[src/sv/ptsb_pkg.sv]
// ----------------------------------------------------------------------------
// ptsb_pkg
// Types and constants of the periodic timer slot bank: command and reply
// codes, register indexes, reset values and the layout of one slot entry.
// ----------------------------------------------------------------------------
package ptsb_pkg;

	localparam logic [2:0] CMD_CREATE  = 3'd0;
	localparam logic [2:0] CMD_KILL    = 3'd1;
	localparam logic [2:0] CMD_TICK    = 3'd2;
	localparam logic [2:0] CMD_ENABLE  = 3'd3;
	localparam logic [2:0] CMD_DISABLE = 3'd4;
	localparam logic [2:0] CMD_UPTIME  = 3'd5;

	localparam logic [1:0] KIND_CREATE = 2'd0;
	localparam logic [1:0] KIND_KILL   = 2'd1;
	localparam logic [1:0] KIND_FIRED  = 2'd2;
	localparam logic [1:0] KIND_ACK    = 2'd3;

	localparam logic REG_TICK_PERIOD = 1'b0;
	localparam logic REG_UPTIME_STEP = 1'b1;

	localparam int CFG_W    = 20;
	localparam int PERIOD_W = 20;
	localparam int STEP_W   = 10;
	localparam int RELOAD_W = 27;
	localparam int CD_W     = 28;

	localparam logic [PERIOD_W-1:0] TICK_PERIOD_RST = 20'd54925;
	localparam logic [STEP_W-1:0]   UPTIME_STEP_RST = 10'd54;
	localparam logic [9:0]          MS_TO_US        = 10'd1000;

	// Only this many fired beats are reported per tick.
	localparam logic [3:0] MAX_RES = 4'd8;

	typedef struct packed {
		logic [31:0]               handler;
		logic [RELOAD_W-1:0]       reload;
		logic signed [CD_W-1:0]    countdown;
	} slot_entry_t;

endpackage

[src/sv/periodic_timer_slot_bank.sv]
// ----------------------------------------------------------------------------
// periodic_timer_slot_bank
// Bank of periodic timer slots. Slot contents live in a one-port-read,
// one-port-write synchronous memory; occupancy is held in flip-flops.
// ----------------------------------------------------------------------------
//
//  channel   | handshake                  | payload
//  ----------+----------------------------+-------------------------------------
//  command   | start, busy (out)          | cmd, rate_ms, handler_tag, timer_id
//  result    | result_valid (one cycle)   | kind, slot_number, fired_handler,
//            |                            | ok, uptime_ms, last
//  config    | cfg_we                     | cfg_index, cfg_data
//
//  A command is taken when start is high and busy is low. Create, kill,
//  enable, disable, uptime and disabled-tick commands give their single
//  beat from the execute state. Other ticks walk the slot memory one entry
//  per cycle through its single read port and one subtractor, then flush;
//  their fired beats may come back to back. Reset clears all slots at once
//  through the occupancy flags. The receiver cannot stall the result beats.
//
module periodic_timer_slot_bank #(
	parameter int NUM_SLOTS = 8
) (
	input  logic                      clk,
	input  logic                      arst_n,
	input  logic                      start,
	output logic                      busy,
	input  logic [2:0]                cmd,
	input  logic [15:0]               rate_ms,
	input  logic [31:0]               handler_tag,
	input  logic [15:0]               timer_id,
	output logic                      result_valid,
	output logic [1:0]                kind,
	output logic [3:0]                slot_number,
	output logic [31:0]               fired_handler,
	output logic                      ok,
	output logic [31:0]               uptime_ms,
	output logic                      last,
	input  logic                      cfg_we,
	input  logic                      cfg_index,
	input  logic [ptsb_pkg::CFG_W-1:0] cfg_data
);
	import ptsb_pkg::*;

	localparam int IW = (NUM_SLOTS > 1) ? $clog2(NUM_SLOTS) : 1;
	localparam logic [IW-1:0] LAST_IDX = IW'(NUM_SLOTS - 1);

	localparam logic [1:0] ST_IDLE  = 2'd0;
	localparam logic [1:0] ST_EXEC  = 2'd1;
	localparam logic [1:0] ST_WALK  = 2'd2;
	localparam logic [1:0] ST_FLUSH = 2'd3;

	logic [1:0]            state_q;
	logic [2:0]            cmd_q;
	logic [15:0]           rate_q;
	logic [31:0]           tag_q;
	logic [15:0]           id_q;
	logic [PERIOD_W-1:0]   tick_period_q;
	logic [STEP_W-1:0]     step_q;
	logic                  disabled_q;
	logic [31:0]           uptime_q;
	logic [NUM_SLOTS-1:0]  used_q;
	logic [IW-1:0]         idx_q;
	logic [3:0]            fire_cnt_q;
	logic                  pend_valid_q;
	logic [3:0]            pend_slot_q;
	logic [31:0]           pend_handler_q;

	logic                  res_valid_q;
	logic [1:0]            kind_q;
	logic [3:0]            slot_q;
	logic [31:0]           handler_q;
	logic                  ok_q;
	logic                  last_q;

	slot_entry_t           mem [NUM_SLOTS];
	slot_entry_t           rd_q;
	slot_entry_t           wdata;
	logic                  we;
	logic [IW-1:0]         waddr;
	logic [IW-1:0]         raddr;

	// Lowest free slot.
	logic                  free_found;
	logic [IW-1:0]         free_idx;
	always_comb begin
		free_found = 1'b0;
		free_idx   = '0;
		for (int i = NUM_SLOTS - 1; i >= 0; i--) begin
			if (!used_q[i]) begin
				free_found = 1'b1;
				free_idx   = IW'(i);
			end
		end
	end

	logic [25:0]           prod;
	logic [25:0]           period;
	logic                  create_ok;
	logic [5:0]            create_num;
	assign prod       = rate_q * MS_TO_US;
	assign period     = (prod < {6'd0, tick_period_q}) ? {6'd0, tick_period_q} : prod;
	assign create_ok  = (tag_q != 32'd0) && free_found;
	assign create_num = 6'(free_idx) + 6'd1;

	logic [15:0]           id_m1;
	logic                  kill_ok;
	assign id_m1   = id_q - 16'd1;
	assign kill_ok = (id_q != 16'd0) && (id_q <= 16'(NUM_SLOTS)) && used_q[id_m1[IW-1:0]];

	// Countdown update of the slot under the walk.
	logic signed [29:0]    cd_sub;
	logic signed [29:0]    cd_add;
	logic signed [CD_W-1:0] cd_new;
	logic                  fire;
	logic                  walk_used;
	logic [5:0]            walk_num;
	assign cd_sub    = 30'(rd_q.countdown) - $signed({10'd0, tick_period_q});
	assign fire      = cd_sub[29] || (cd_sub == 30'sd0);
	assign cd_add    = cd_sub + $signed({3'd0, rd_q.reload});
	assign walk_used = used_q[idx_q];
	assign walk_num  = 6'(idx_q) + 6'd1;
	always_comb begin
		if (!fire) begin
			cd_new = cd_sub[CD_W-1:0];
		end else if (cd_add < -(30'sd1 <<< (CD_W - 1))) begin
			cd_new = {1'b1, {(CD_W-1){1'b0}}};
		end else begin
			cd_new = cd_add[CD_W-1:0];
		end
	end

	always_comb begin
		we    = 1'b0;
		waddr = idx_q;
		wdata = rd_q;
		if (state_q == ST_EXEC && cmd_q == CMD_CREATE && create_ok) begin
			we             = 1'b1;
			waddr          = free_idx;
			wdata.handler  = tag_q;
			wdata.reload   = RELOAD_W'(period);
			wdata.countdown = CD_W'(period);
		end else if (state_q == ST_WALK && walk_used) begin
			we              = 1'b1;
			wdata.countdown = cd_new;
		end
	end

	assign raddr = (state_q == ST_WALK && idx_q != LAST_IDX) ? idx_q + IW'(1) : '0;

	always_ff @(posedge clk) begin
		if (we) begin
			mem[waddr] <= wdata;
		end
		rd_q <= mem[raddr];
	end

	always_ff @(posedge clk or negedge arst_n) begin
		if (!arst_n) begin
			state_q        <= ST_IDLE;
			cmd_q          <= CMD_UPTIME;
			rate_q         <= '0;
			tag_q          <= '0;
			id_q           <= '0;
			tick_period_q  <= TICK_PERIOD_RST;
			step_q         <= UPTIME_STEP_RST;
			disabled_q     <= 1'b0;
			uptime_q       <= '0;
			used_q         <= '0;
			idx_q          <= '0;
			fire_cnt_q     <= '0;
			pend_valid_q   <= 1'b0;
			pend_slot_q    <= '0;
			pend_handler_q <= '0;
			res_valid_q    <= 1'b0;
			kind_q         <= KIND_ACK;
			slot_q         <= '0;
			handler_q      <= '0;
			ok_q           <= 1'b0;
			last_q         <= 1'b0;
		end else begin
			res_valid_q <= 1'b0;
			if (cfg_we) begin
				case (cfg_index)
					REG_TICK_PERIOD: tick_period_q <= cfg_data;
					REG_UPTIME_STEP: step_q <= cfg_data[STEP_W-1:0];
					default: ;
				endcase
			end
			case (state_q)
				ST_IDLE: begin
					if (start) begin
						cmd_q   <= cmd;
						rate_q  <= rate_ms;
						tag_q   <= handler_tag;
						id_q    <= timer_id;
						state_q <= ST_EXEC;
					end
				end
				ST_EXEC: begin
					state_q     <= ST_IDLE;
					res_valid_q <= 1'b1;
					kind_q      <= KIND_ACK;
					slot_q      <= '0;
					handler_q   <= '0;
					ok_q        <= 1'b0;
					last_q      <= 1'b1;
					case (cmd_q)
						CMD_CREATE: begin
							kind_q <= KIND_CREATE;
							if (create_ok) begin
								used_q[free_idx] <= 1'b1;
								slot_q <= create_num[3:0];
								ok_q   <= 1'b1;
							end
						end
						CMD_KILL: begin
							kind_q <= KIND_KILL;
							if (kill_ok) begin
								used_q[id_m1[IW-1:0]] <= 1'b0;
								slot_q <= id_q[3:0];
								ok_q   <= 1'b1;
							end
						end
						CMD_TICK: begin
							if (!disabled_q) begin
								// The walk reports its own beats.
								res_valid_q  <= 1'b0;
								uptime_q     <= uptime_q + 32'(step_q);
								idx_q        <= '0;
								fire_cnt_q   <= '0;
								pend_valid_q <= 1'b0;
								state_q      <= ST_WALK;
							end
						end
						CMD_ENABLE:  disabled_q <= 1'b0;
						CMD_DISABLE: disabled_q <= 1'b1;
						default: ;
					endcase
				end
				ST_WALK: begin
					// A fired slot is held back one beat so that the final one can carry last.
					if (walk_used && fire && fire_cnt_q < MAX_RES) begin
						if (pend_valid_q) begin
							res_valid_q <= 1'b1;
							kind_q      <= KIND_FIRED;
							slot_q      <= pend_slot_q;
							handler_q   <= pend_handler_q;
							ok_q        <= 1'b0;
							last_q      <= 1'b0;
						end
						pend_valid_q   <= 1'b1;
						pend_slot_q    <= walk_num[3:0];
						pend_handler_q <= rd_q.handler;
						fire_cnt_q     <= fire_cnt_q + 4'd1;
					end
					if (idx_q == LAST_IDX) begin
						state_q <= ST_FLUSH;
					end else begin
						idx_q <= idx_q + IW'(1);
					end
				end
				ST_FLUSH: begin
					state_q     <= ST_IDLE;
					res_valid_q <= 1'b1;
					ok_q        <= 1'b0;
					last_q      <= 1'b1;
					if (pend_valid_q) begin
						kind_q    <= KIND_FIRED;
						slot_q    <= pend_slot_q;
						handler_q <= pend_handler_q;
					end else begin
						kind_q    <= KIND_ACK;
						slot_q    <= '0;
						handler_q <= '0;
					end
					pend_valid_q <= 1'b0;
				end
				default: state_q <= ST_IDLE;
			endcase
		end
	end

	assign busy          = (state_q != ST_IDLE);
	assign result_valid  = res_valid_q;
	assign kind          = kind_q;
	assign slot_number   = slot_q;
	assign fired_handler = handler_q;
	assign ok            = ok_q;
	assign uptime_ms     = uptime_q;
	assign last          = last_q;

	a_fired_has_slot: assert property (@(posedge clk) disable iff (!arst_n)
		res_valid_q && kind_q == KIND_FIRED |-> slot_q != 4'd0 && !ok_q)
		else $error("fired beat without a slot number");

	a_ok_has_slot: assert property (@(posedge clk) disable iff (!arst_n)
		res_valid_q && ok_q |-> slot_q != 4'd0 && (kind_q == KIND_CREATE || kind_q == KIND_KILL))
		else $error("successful reply without a slot number");

	a_flush_ends: assert property (@(posedge clk) disable iff (!arst_n)
		state_q == ST_FLUSH |=> res_valid_q && last_q && state_q == ST_IDLE)
		else $error("tick walk did not end with a final beat");

	a_fire_cap: assert property (@(posedge clk) disable iff (!arst_n)
		fire_cnt_q <= MAX_RES)
		else $error("too many fired beats in one tick");

	a_accept_busy: assert property (@(posedge clk) disable iff (!arst_n)
		start && !busy |=> busy && !res_valid_q)
		else $error("accepted command did not raise busy");

endmodule

[config.mk]
export PLATFORM = sky130hd
export DESIGN_NAME = periodic_timer_slot_bank
export DESIGN_NICKNAME = d
export VERILOG_FILES = /design/src/sv/ptsb_pkg.sv /design/src/sv/periodic_timer_slot_bank.sv
export SDC_FILE = /design/constraint.sdc
export NUM_CORES = 2
export LEC_CHECK = 0
export BUFFER_PORTS_ARGS = -buffer_cell sky130_fd_sc_hd__buf_2
export CELL_PAD_IN_SITES_DETAIL_PLACEMENT = 1
export CELL_PAD_IN_SITES_GLOBAL_PLACEMENT = 2
export CORE_MARGIN = 2
export CORE_UTILIZATION = 38
export DETAILED_ROUTE_END_ITERATION = 10
export GPL_ROUTABILITY_DRIVEN = 0
export GPL_TIMING_DRIVEN = 0
export PLACE_DENSITY = 0.81
export SKIP_LAST_GASP = 1
export SLEW_MARGIN = 20
export SYNTH_ARGS = -nofsm -noshare
export SYNTH_HDL_FRONTEND = slang
export SYNTH_SLANG_ARGS = --single-unit
[constraint.sdc]
create_clock -name clk -period 8.7 [get_ports clk]
set_input_delay 1.74 -clock clk [delete_from_list [all_inputs] [get_ports clk]]
set_output_delay 1.74 -clock clk [all_outputs]
set_load 0.02 [all_outputs]
# Word level (Yosys, flattened, before mapping)
# Memories as Yosys holds them, arrays and structs flattened. A register that Yosys moved wholly into a read port is not among the register bits.
# Index checks and enable logic that the tools add are counted.
dict set report totals {
  ff_bits 225
  ramBits 696
  wordCells 185
  mem_count 1
}
dict set report op_classes {
  n_addsub 8
  multipliers 1
  magnitude_cmp 9
  n_eq_ne 18
  mux 85
  bitwise_logic 5
  n_reduce_logical 37
}
# memory depth word_bits read_ports rd_clocked_by_memory_dff wr line
set memory_table {}
lappend memory_table {mem 8 87 1 1 1 periodic_timer_slot_bank.sv:76} ;# slot_entry_t mem [NUM_SLOTS];
# op n
set op_table {}
lappend op_table {{$mux W28} 4}
lappend op_table {{$mux W32} 3}
lappend op_table {{$pmux W32 S3} 1}
lappend op_table {{$mux W59} 1}
lappend op_table {{$mux W3} 13}
lappend op_table {{$add A32 B10 Y32} 1}
lappend op_table {{$mux W4} 8}
lappend op_table {{$reduce_bool A32 Y1} 1}
lappend op_table {{$add A29 B28 Y30} 1}
lappend op_table {{$logic_not A30 Y1} 1}
lappend op_table {{$lt A30 B28 Y1 const B} 1}
lappend op_table {{$sub A28 B21 Y29} 1}
lappend op_table {{$mux W1} 28}
lappend op_table {{$lt A26 B20 Y1} 1}
lappend op_table {{$mux W26} 1}
lappend op_table {{$mul A16 B7 Y23 const B} 1}
lappend op_table {{$le A16 B4 Y1 const B} 1}
lappend op_table {{$mux W8} 2}
lappend op_table {{$pmux W4 S2} 2}
lappend op_table {{$pmux W8 S2} 1}
lappend op_table {{$reduce_and A4 Y1} 4}
lappend op_table {{$reduce_bool A16 Y1} 1}
lappend op_table {{$lt A3 B4 Y1 const B} 3}
lappend op_table {{$mux W2} 6}
lappend op_table {{other kinds (36)} 76}

# Logic depth before layout (Yosys ltp)
dict set report depth {
  ltp_word 15
  mapped_depth 29
  mapped_depth_nobuf 26
}

# Least setup slack after synthesis
# OpenSTA, ideal clock, no wires.
dict set report synth_timing {
  kind {reg2reg}
  startpoint {register cmd_q[1]}
  endpoint {memory mem[3][0] (netlist name) (enable)}
  setup_ps 640
  t_arrival_ps 7673
  path_slack_ps 387
  stages_incl_launch_ff 9
  n_path_buf 2
  period_less_slack_ps 8313
  cell_sequence {dfrtp_1 nor3_1 o21ai_0 a21oi_1 and2_1 clkbuf_1 clkbuf_1 a22oi_1 nor3_1}
}
dict set report synth_between {
  elab_chain_len 6
  elab_cells_between_ends 7
  cone_classes {mux (4); reduce/logical (3)}
}
# item line
set synth_rtl {}
lappend synth_rtl {{from (decl)} periodic_timer_slot_bank.sv:54} ;# logic [2:0] cmd_q;
lappend synth_rtl {{from (signal assigned)} periodic_timer_slot_bank.sv:193} ;# cmd_q <= cmd;
lappend synth_rtl {{$logic_not A3 Y1 *} periodic_timer_slot_bank.sv:137} ;# if (state_q == ST_EXEC && cmd_q == CMD_CREATE && create_ok) begin
lappend synth_rtl {{$logic_and A1 B1 Y1 * (2 in a row)} periodic_timer_slot_bank.sv:137}
lappend synth_rtl {{$mux W1} periodic_timer_slot_bank.sv:137}
lappend synth_rtl {{$mux W1} periodic_timer_slot_bank.sv:152} ;# if (we) begin
lappend synth_rtl {{$mux W1 (implied by the code)} periodic_timer_slot_bank.sv:153} ;# mem[waddr] <= wdata;
lappend synth_rtl {{to (decl)} periodic_timer_slot_bank.sv:76}
# Every way passes the cells marked *; elsewhere a longest branch is shown, timed or not.

==> flow_metrics.env <==
export IMPL_synth_fp_nets=4501
export IMPL_ys_types=89
export IMPL_dp_cells=6079
export IMPL_critPathLaunchType="register"
export IMPL_final_cells=6285
export IMPL_post_drt_wl_per_cell_um=24.92
export IMPL_grt_ovfl_total=0
export IMPL_clockBufferDepth=3
export IMPL_clk_pin_slew_ps=60
export IMPL_die_w_um=354.5
export IMPL_area_growth_syn_to_layout_pct=15.94
export IMPL_slowest_stage="a21oi_1"
export IMPL_cpLargestDelayFamily="adder cells"
export IMPL_synth_area_per_cell_sq_um=11.06
export IMPL_post_dp_hpwl_um=114300
export IMPL_syn_inst=4219
export IMPL_drv_slew=0
export IMPL_antenna_found_initial=5
export IMPL_synth_largest_area_cell="edfxtp_1"
export IMPL_rows=128
export IMPL_synth_edf_count=696
export IMPL_cts_buffers=106
export IMPL_nNetsFinal=4844
export IMPL_worst_pin_slew_ps=1290
export IMPL_cts_resized=0
export IMPL_root_buffer="clkbuf_16"
export IMPL_yosysSeqAreaShare_pct=60.62
export IMPL_timing_final_crit_period_ps=8329
export IMPL_vias=35187
export IMPL_grt_first_pass_wirelength_um=235500
export IMPL_hold_violations=0
export IMPL_critPathArrivalTime_ps=8650
export IMPL_path_class="reg -> reg"
export IMPL_syn_area_sq_mm=0.04667
export IMPL_maxSlewHeadroom_pct=13.10
export IMPL_ctsHoldBuffers=0
export IMPL_required_ps=9020
export IMPL_path_buf_inv=7
export IMPL_yosysWarnings=0
export IMPL_ys_seq_elements=1008
export IMPL_start_util_pct=38.29
export IMPL_vias_per_cell=5.599
export IMPL_async_flop_share_pct=22.32
export IMPL_ios=166
export IMPL_grtUsageTotal_pct=24.78
export IMPL_finalCritPeriodShare_pct=95.74
export IMPL_drive_above_1_share_pct=12.59
export IMPL_max_freq_mhz=120.1
export IMPL_drtIter0Drc=2968
export IMPL_clk_latency_ps=720
export IMPL_drtPass1Iterations=5
export IMPL_ys_top_cells_by_count="edfxtp_1, nand2_1, nor3_1, nor2_1, nand3_1"
export IMPL_netlist_area_leader_share_pct=44.78
export IMPL_drc=0
export IMPL_drt_wl_total_um=156600
export IMPL_final_setup_viol_count=0
export IMPL_rsz0062_at_grt="true"
export IMPL_outcome="finished clean"
export IMPL_h_tree_depth=3
export IMPL_die_area_sq_mm=0.1256
export IMPL_postRouteAntennaNets=0
export IMPL_die_h_um=354.5
export IMPL_cp_end_kind="register"
export IMPL_synth_area_leaders="edfxtp_1, dfrtp_1, nand2_1"
export IMPL_hp_class="reg -> reg"
export IMPL_cts_setup_buffers=0
export IMPL_clock_sinks=1008
export IMPL_path_max_fanout=10
export IMPL_skew_ps=38.34
export IMPL_n_fill_cell=13155
export IMPL_critPathMaxStageDelay_ps=680
export IMPL_synth_ff_type="edfxtp_1"
export IMPL_core_sq_mm=0.1219
export IMPL_port_buffers=165
export IMPL_drv_cap=0
export IMPL_cts_tree="done"
export IMPL_grt_max_degree=91
export IMPL_grt_pass1_vias=36465
export IMPL_yosysMostFrequentCell="edfxtp_1"
layout by cell type (no fill, tap or decap), types with 148 or more instances in the layout:
cell type  Yosys  final
clkbuf_1     180    195
edfxtp_1     696    696
buf_2         22    189
dfrtp_1      208    208
o21ai_0      220    218
nand3_1      295    295
inv_1        148    148
nor3_1       389    383
nand2_1      610    610
nor2_1       387    383
routing by layer:
layer	wire length [um]	track usage (%)
met5	0	0
met4	4854	8.110
met3	10300	3.532
met2	73860	40.62
met1	67620	33.88
cell families after synthesis:
group	after synthesis	synth area share, %
muxes	109	2.662
DFF	1008	60.62
xor gates and xnor gates	78	1.464
adders and majority gates	190	5.995
buffers and inverters	386	3.268
AOI/OAI and AO/OA	604	8.207
and+or+nand+nor	1844	17.78
registers in the layout (all words and copies together), names as in the netlist, 8 cells and up, named ones only:
register,flops
mem,696
rd_q,87
fired_handler,32
pend_handler_q,32
tag_q,32
uptime_ms,32
tick_period_q,20
id_q,16
rate_q,16
step_q,10
used_q,8
worst paths after layout:
| check | from | end | slack [ps] | depth (start not counted) |
|---|---|---|---|---|
| setup / recovery | rate_q[7] | mem[5][19] | 370 | 27 |
| hold / removal | uptime_ms[31] | uptime_ms[31] | 460 | 1 |
| setup reg to reg | rate_q[7] | mem[5][19] | 370 | 27 |
| hold reg to reg | uptime_ms[31] | uptime_ms[31] | 460 | 1 |
| max in group asynchronous | arst_n | tag_q[7] | 6370 | 3 |
| min in group asynchronous | arst_n | rate_q[15] | 990 | 1 |
layout make-up:
type	count	area, sq um	share of cell area (%)
sequential	1008	28290	52.29
timing repair buffer	235	1705	3.152
tap	1625	2033	3.758
inverter	148	555.5	1.027
clock inverter	58	518.0	0.9573
buffer	238	979.7	1.811
multi-input combinational	2825	16970	31.36
antenna	4	10.01	0.01850
clock buffer	144	3043	5.624
per-stage QoR:
| stage | util, % | worst slack [ps] | setup TNS, ps | hold WS, ps | instance area, sq um |
|---|---|---|---|---|---|
| floorplan | - | 387.2 | 0 | 436.7 | 46670 |
| global placement | 40.64 | -7810 | -3745810 | 452.5 | 49530 |
| detailed placement | 41.45 | 290.2 | 0 | 454.4 | 50520 |
| CTS | 44.37 | 272.6 | 0 | 465.0 | 54080 |
| global route | 44.39 | -59.00 | -678.3 | 484.3 | 54100 |
| finish | 44.40 | 370.8 | 0 | 457.6 | 54110 |
Power is not shown: default switching activity piles up to over one toggle a cycle in this logic, so the estimate is an artifact.
